**src/hdl/ames_pkg.sv**
```systemverilog
// Shared constants, codes and control types of the adjacency-matrix edge store.
package ames_pkg;

   localparam int MAX_VERTICES = 64;
   localparam int WEIGHT_BITS  = 16;

   localparam int VID_W     = $clog2(MAX_VERTICES);
   localparam int VCNT_W    = VID_W + 1;
   localparam int FUNC_W    = 3;
   localparam int STATUS_W  = 2;
   localparam int WEIGHT_W  = 16;
   localparam int ECNT_W    = 16;
   localparam int CSR_IDX_W = 1;
   localparam int CSR_DATA_W = VCNT_W;

   // Row scan is split into groups: find the lowest hit per group, then the lowest group.
   localparam int GRP_SIZE  = 8;
   localparam int GRP_W     = $clog2(GRP_SIZE);
   localparam int GRP_COUNT = MAX_VERTICES / GRP_SIZE;
   localparam int GSEL_W    = VID_W - GRP_W;

   localparam logic [ECNT_W-1:0] ECNT_MAX = '1;

   localparam logic [CSR_IDX_W-1:0] CSR_VERTEX_COUNT = 1'b0;
   localparam logic [CSR_IDX_W-1:0] CSR_DIRECTED     = 1'b1;

   typedef enum logic [FUNC_W-1:0] {
      FN_INSERT = 3'd0,
      FN_REMOVE = 3'd1,
      FN_QUERY  = 3'd2,
      FN_FIRST  = 3'd3,
      FN_NEXT   = 3'd4,
      FN_CLEAR  = 3'd5
   } func_type;

   typedef enum logic [STATUS_W-1:0] {
      ST_DONE       = 2'd0,
      ST_NO_EDGE    = 2'd1,
      ST_BAD_VERTEX = 2'd2
   } status_type;

   typedef enum logic [2:0] {
      S_IDLE,
      S_DECODE,
      S_EXEC,
      S_SCAN,
      S_MIRROR_RD,
      S_MIRROR_WR,
      S_DONE
   } ctrl_state_type;

   typedef struct packed {
      logic capture;
      logic early;
      logic rd_u;
      logic exec;
      logic pick;
      logic rd_v;
      logic wr_v;
      logic deliver;
   } ctrl_cmd_type;

   typedef struct packed {
      logic go_mem;
      logic is_scan;
      logic mirror;
   } dp_stat_type;

endpackage

```
**src/hdl/ames_ctrl.sv**
```systemverilog
// Sequencer of the edge store: steps each word through decode, row access and result.
module ames_ctrl (
   input  logic                  clock,
   input  logic                  reset,
   input  logic                  req_valid,
   output logic                  req_stall,
   input  logic                  rsp_free,
   input  ames_pkg::dp_stat_type stat,
   output ames_pkg::ctrl_cmd_type cmd
);
   import ames_pkg::*;

   ctrl_state_type state_ff;
   ctrl_state_type state_in;

   always_ff @(posedge clock) begin
      if (reset) begin
         state_ff <= S_IDLE;
      end else begin
         state_ff <= state_in;
      end
   end

   always_comb begin
      state_in  = state_ff;
      cmd       = '0;
      req_stall = 1'b1;
      case (state_ff)
         S_IDLE: begin
            req_stall = 1'b0;
            if (req_valid) begin
               cmd.capture = 1'b1;
               state_in    = S_DECODE;
            end
         end
         S_DECODE: begin
            if (stat.go_mem) begin
               cmd.rd_u = 1'b1;
               state_in = S_EXEC;
            end else begin
               cmd.early = 1'b1;
               state_in  = S_DONE;
            end
         end
         S_EXEC: begin
            cmd.exec = 1'b1;
            if (stat.is_scan) begin
               state_in = S_SCAN;
            end else if (stat.mirror) begin
               state_in = S_MIRROR_RD;
            end else begin
               state_in = S_DONE;
            end
         end
         S_SCAN: begin
            cmd.pick = 1'b1;
            state_in = S_DONE;
         end
         S_MIRROR_RD: begin
            cmd.rd_v = 1'b1;
            state_in = S_MIRROR_WR;
         end
         S_MIRROR_WR: begin
            cmd.wr_v = 1'b1;
            state_in = S_DONE;
         end
         S_DONE: begin
            if (rsp_free) begin
               cmd.deliver = 1'b1;
               state_in    = S_IDLE;
            end
         end
         default: begin
            state_in = S_IDLE;
         end
      endcase
   end

endmodule

```
**config.mk**
```make
export PLATFORM = sky130hd
export DESIGN_NAME = ames_ctrl
export DESIGN_NICKNAME = d
export VERILOG_FILES = /design/src/hdl/ames_pkg.sv /design/src/hdl/ames_ctrl.sv
export SDC_FILE = /design/constraint.sdc
export NUM_CORES = 1
export LEC_CHECK = 0
export BUFFER_PORTS_ARGS = -buffer_cell sky130_fd_sc_hd__buf_4
export CAP_MARGIN = 40
export CORE_AREA = 2 2 39 41
export DETAILED_ROUTE_END_ITERATION = 10
export DIE_AREA = 0 0 41 43
export PLACE_DENSITY_LB_ADDON = 0.2
export RECOVER_POWER = 100
export SYNTH_ARGS = -nofsm -noshare
export SYNTH_HDL_FRONTEND = slang
export SYNTH_SLANG_ARGS = --single-unit
```
**constraint.sdc**
```tcl
create_clock -name clock -period 1.9 [get_ports clock]
set_input_delay 0.285 -clock clock [delete_from_list [all_inputs] [get_ports clock]]
set_output_delay 0.285 -clock clock [all_outputs]
set_load 0.1 [all_outputs]
```
==> impl_metrics.py <==
metrics = {
    "cells_and_area": {
        "largest_register_ffs": 3,
        "largestRegisters": "state_ff: 3 flops",
        "largest-register": "state_ff",
        "syn_to_final_growth_pct": 55.96,
        "nets": 54,
        "diodes": 0,
        "mostFrequentLayoutCells": "6 x buf_4, 6 x buf_2, 4 x nor2_1, 4 x clkbuf_4",
        "design_area_um2": 376.6,
        "nFillCells": 165,
        "drive_gt1_share_pct": 56.52,
    },
    "logic_synthesis": {
        "synth-seq-area-share_pct": 24.87,
        "syn_area_um2": 241.5,
        "syn_nets": 37,
        "synth.largest_area_cell": "dfxtp_1",
        "synthTopCellsByArea": "dfxtp_1 25%, nor3b_1 9.3%, and3b_2 8.3%, nor2_1 7.8%, buf_4 6.2%",
        "synth_cell_type_count": 17,
        "synth_top_area_share_pct": 24.87,
        "ys_ff_latch": 3,
        "syn_area_per_cell_um2": 8.049,
        "syn_inst": 30,
        "yosys_warnings": 0,
    },
    "clock_network": {
        "clk_path_buf_depth": 2,
        "cts_setup_buffers": 0,
        "cts_buffers": 3,
        "worstSkewPairLatency_ps": 230,
        "holdBufCountCts": 0,
        "path_clk_slew_ps": 40,
        "cts.sinks": 3,
        "cts_tree": "done",
        "htree_levels": 1,
        "cts-root-buf": "clkbuf_4",
        "postCtsResizedCells": 0,
    },
    "worst_setup_path": {
        "cp_top_family": "flip-flops",
        "cp_slowest_stage_delay_ps": 560,
        "cp.arrival_ps": 1460,
        "crit_buf_inv": 1,
        "cp_cell_sequence": "and3b_2 -> buf_2",
        "worstPathRequired_ps": 1620,
        "critPathKind": "reg2out",
        "cp-start-kind": "register",
        "crit_fanout": 13,
        "crit_path_end_kind": "output pin",
        "crit_slowest_cell": "dfxtp_1",
    },
    "route": {
        "routedWlPerCell_um": 8.548,
        "ant_nets": 0,
        "wl_um": 530,
        "dr.pass1.iters": 1,
        "drtIter0Drc": 0,
        "vias_per_cell": 4.097,
        "drc": 0,
        "vias": 254,
    },
    "pwr": {
        "p_sw_uw": 191.1,
        "power.leakage_nw": 0.1826,
        "vdd_ir_drop_max_v": 0.0002820,
        "powerDensity_mw_per_mm2": 1018,
        "comb_power_share_pct": 48.3,
        "clockPowerShare_pct": 28.9,
        "swShare_pct": 49.84,
        "power.total_uw": 383.4,
        "intPower_uw": 192.3,
        "p_seq_share_pct": 22.8,
    },
    "global_routing": {
        "first_global_vias": 222,
        "antenna_found_initial": 0,
        "grt_overflow": 0,
        "grt_pass1_wl_um": 821,
        "grt_max_degree": 14,
        "track_usage_pct": 7.430,
    },
    "sta": {
        "setup_violations": 0,
        "slew_headroom_pct": 64.10,
        "fmax_ghz": 0.5728,
        "min_period_over_period_pct": 91.89,
        "hold_viol_final": 0,
        "slew_viol_final": 0,
        "skew_ps": 0.2257,
        "fin_crit_ps": 1746,
        "grt_setup_unrepaired": "no",
        "tightest_slew_ps": 540.8,
    },
    "floorplanning": {
        "initial_core_util_pct": 17.45,
        "io_pins": 16,
        "die_h_um": 43,
        "coreArea_mm2": 0.001384,
        "die_x_um": 41,
        "dieArea_mm2": 0.001763,
        "fp-row-count": 14,
    },
    "run": {
        "cap_violations": 0,
    },
    "run_status": {
        "outcome": "finished clean",
    },
    "place": {
        "io_buffers": 15,
        "gp_congestion": 0.6718,
        "hpwl_um": 421.4,
        "placed_cell_area_um2": 370.4,
    },
    "min_path": {
        "hold_path.class": "in2reg",
    },
}
==> logic make-up (layout without fill, tap and decap cells) <==
family                 Yosys count  after routing  synth area share, %
DFF                              3              3                24.87
and+or+nand+nor                 17             17                44.57
AOI/OAI and AO/OA                5              5                16.58
buffers and inverters            5             21                13.99
==> worst paths after layout <==
check	cells past startpoint	startpoint	end	slack, ps
worst max-delay path	2	state_ff[0]	cmd[1]	150
worst min-delay path	2	reset	state_ff[0]	220
worst max register to register	2	state_ff[0]	state_ff[2]	750
worst min register to register	2	state_ff[1]	state_ff[0]	610
==> power by group through the flow <==
stage | combinational, mW | sequential (mW) | clock [mW]
floorplan | 0.180 | 0.0735 | 0
global placement | 0.196 | 0.0897 | 0
detailed placement | 0.195 | 0.0889 | 0
CTS | 0.195 | 0.0881 | 0.116
global route | 0.195 | 0.0899 | 0.121
finish | 0.185 | 0.0873 | 0.111
==> routing by layer <==
layer,share of wire (%),GRT usage [%],routed length (µm)
met3,7.5,2.618,40
met4,0,10.00,0
met1,41,7.395,219
met5,0,0,0
met2,51,9.688,270
==> metrics by stage <==
step           utilization, %  instances  setup TNS (ps)  worst slack [ps]  hold WS [ps]
2_1_floorplan               -         30          -238.2            -115.1         357.8
3_3_place_gp            26.76         58               0             433.1         458.1
3_5_place_dp            26.76         58               0             440.3         459.1
4_1_cts                 28.66         62               0             187.1         212.1
5_1_grt                 27.22         62               0             71.73         216.8
6_report                27.22         62               0             154.1         220.1
==> Yosys cell counts <==
library cell	count
o21bai_1	2
nor2_2	1
dfxtp_1	3
or2b_1	1
buf_4	2
nor2_1	5
nor3b_1	3
nand2_1	2
or3_4	1
and3_1	1
a311oi_1	1
nand3b_1	1
a221oi_1	1
a211oi_1	1
and3b_2	2
inv_1	2
buf_6	1
==> layout make-up <==
cell class | instances | area [µm²] | area share [%]
sequential | 3 | 60.06 | 15.95
timing repair buffer | 15 | 92.59 | 24.58
clock buffer | 4 | 26.28 | 6.977
multi-input combinational | 22 | 170.2 | 45.18
inverter | 2 | 7.507 | 1.993
tap | 16 | 20.02 | 5.316
Note: power is estimated with default switching activity, not from simulation.
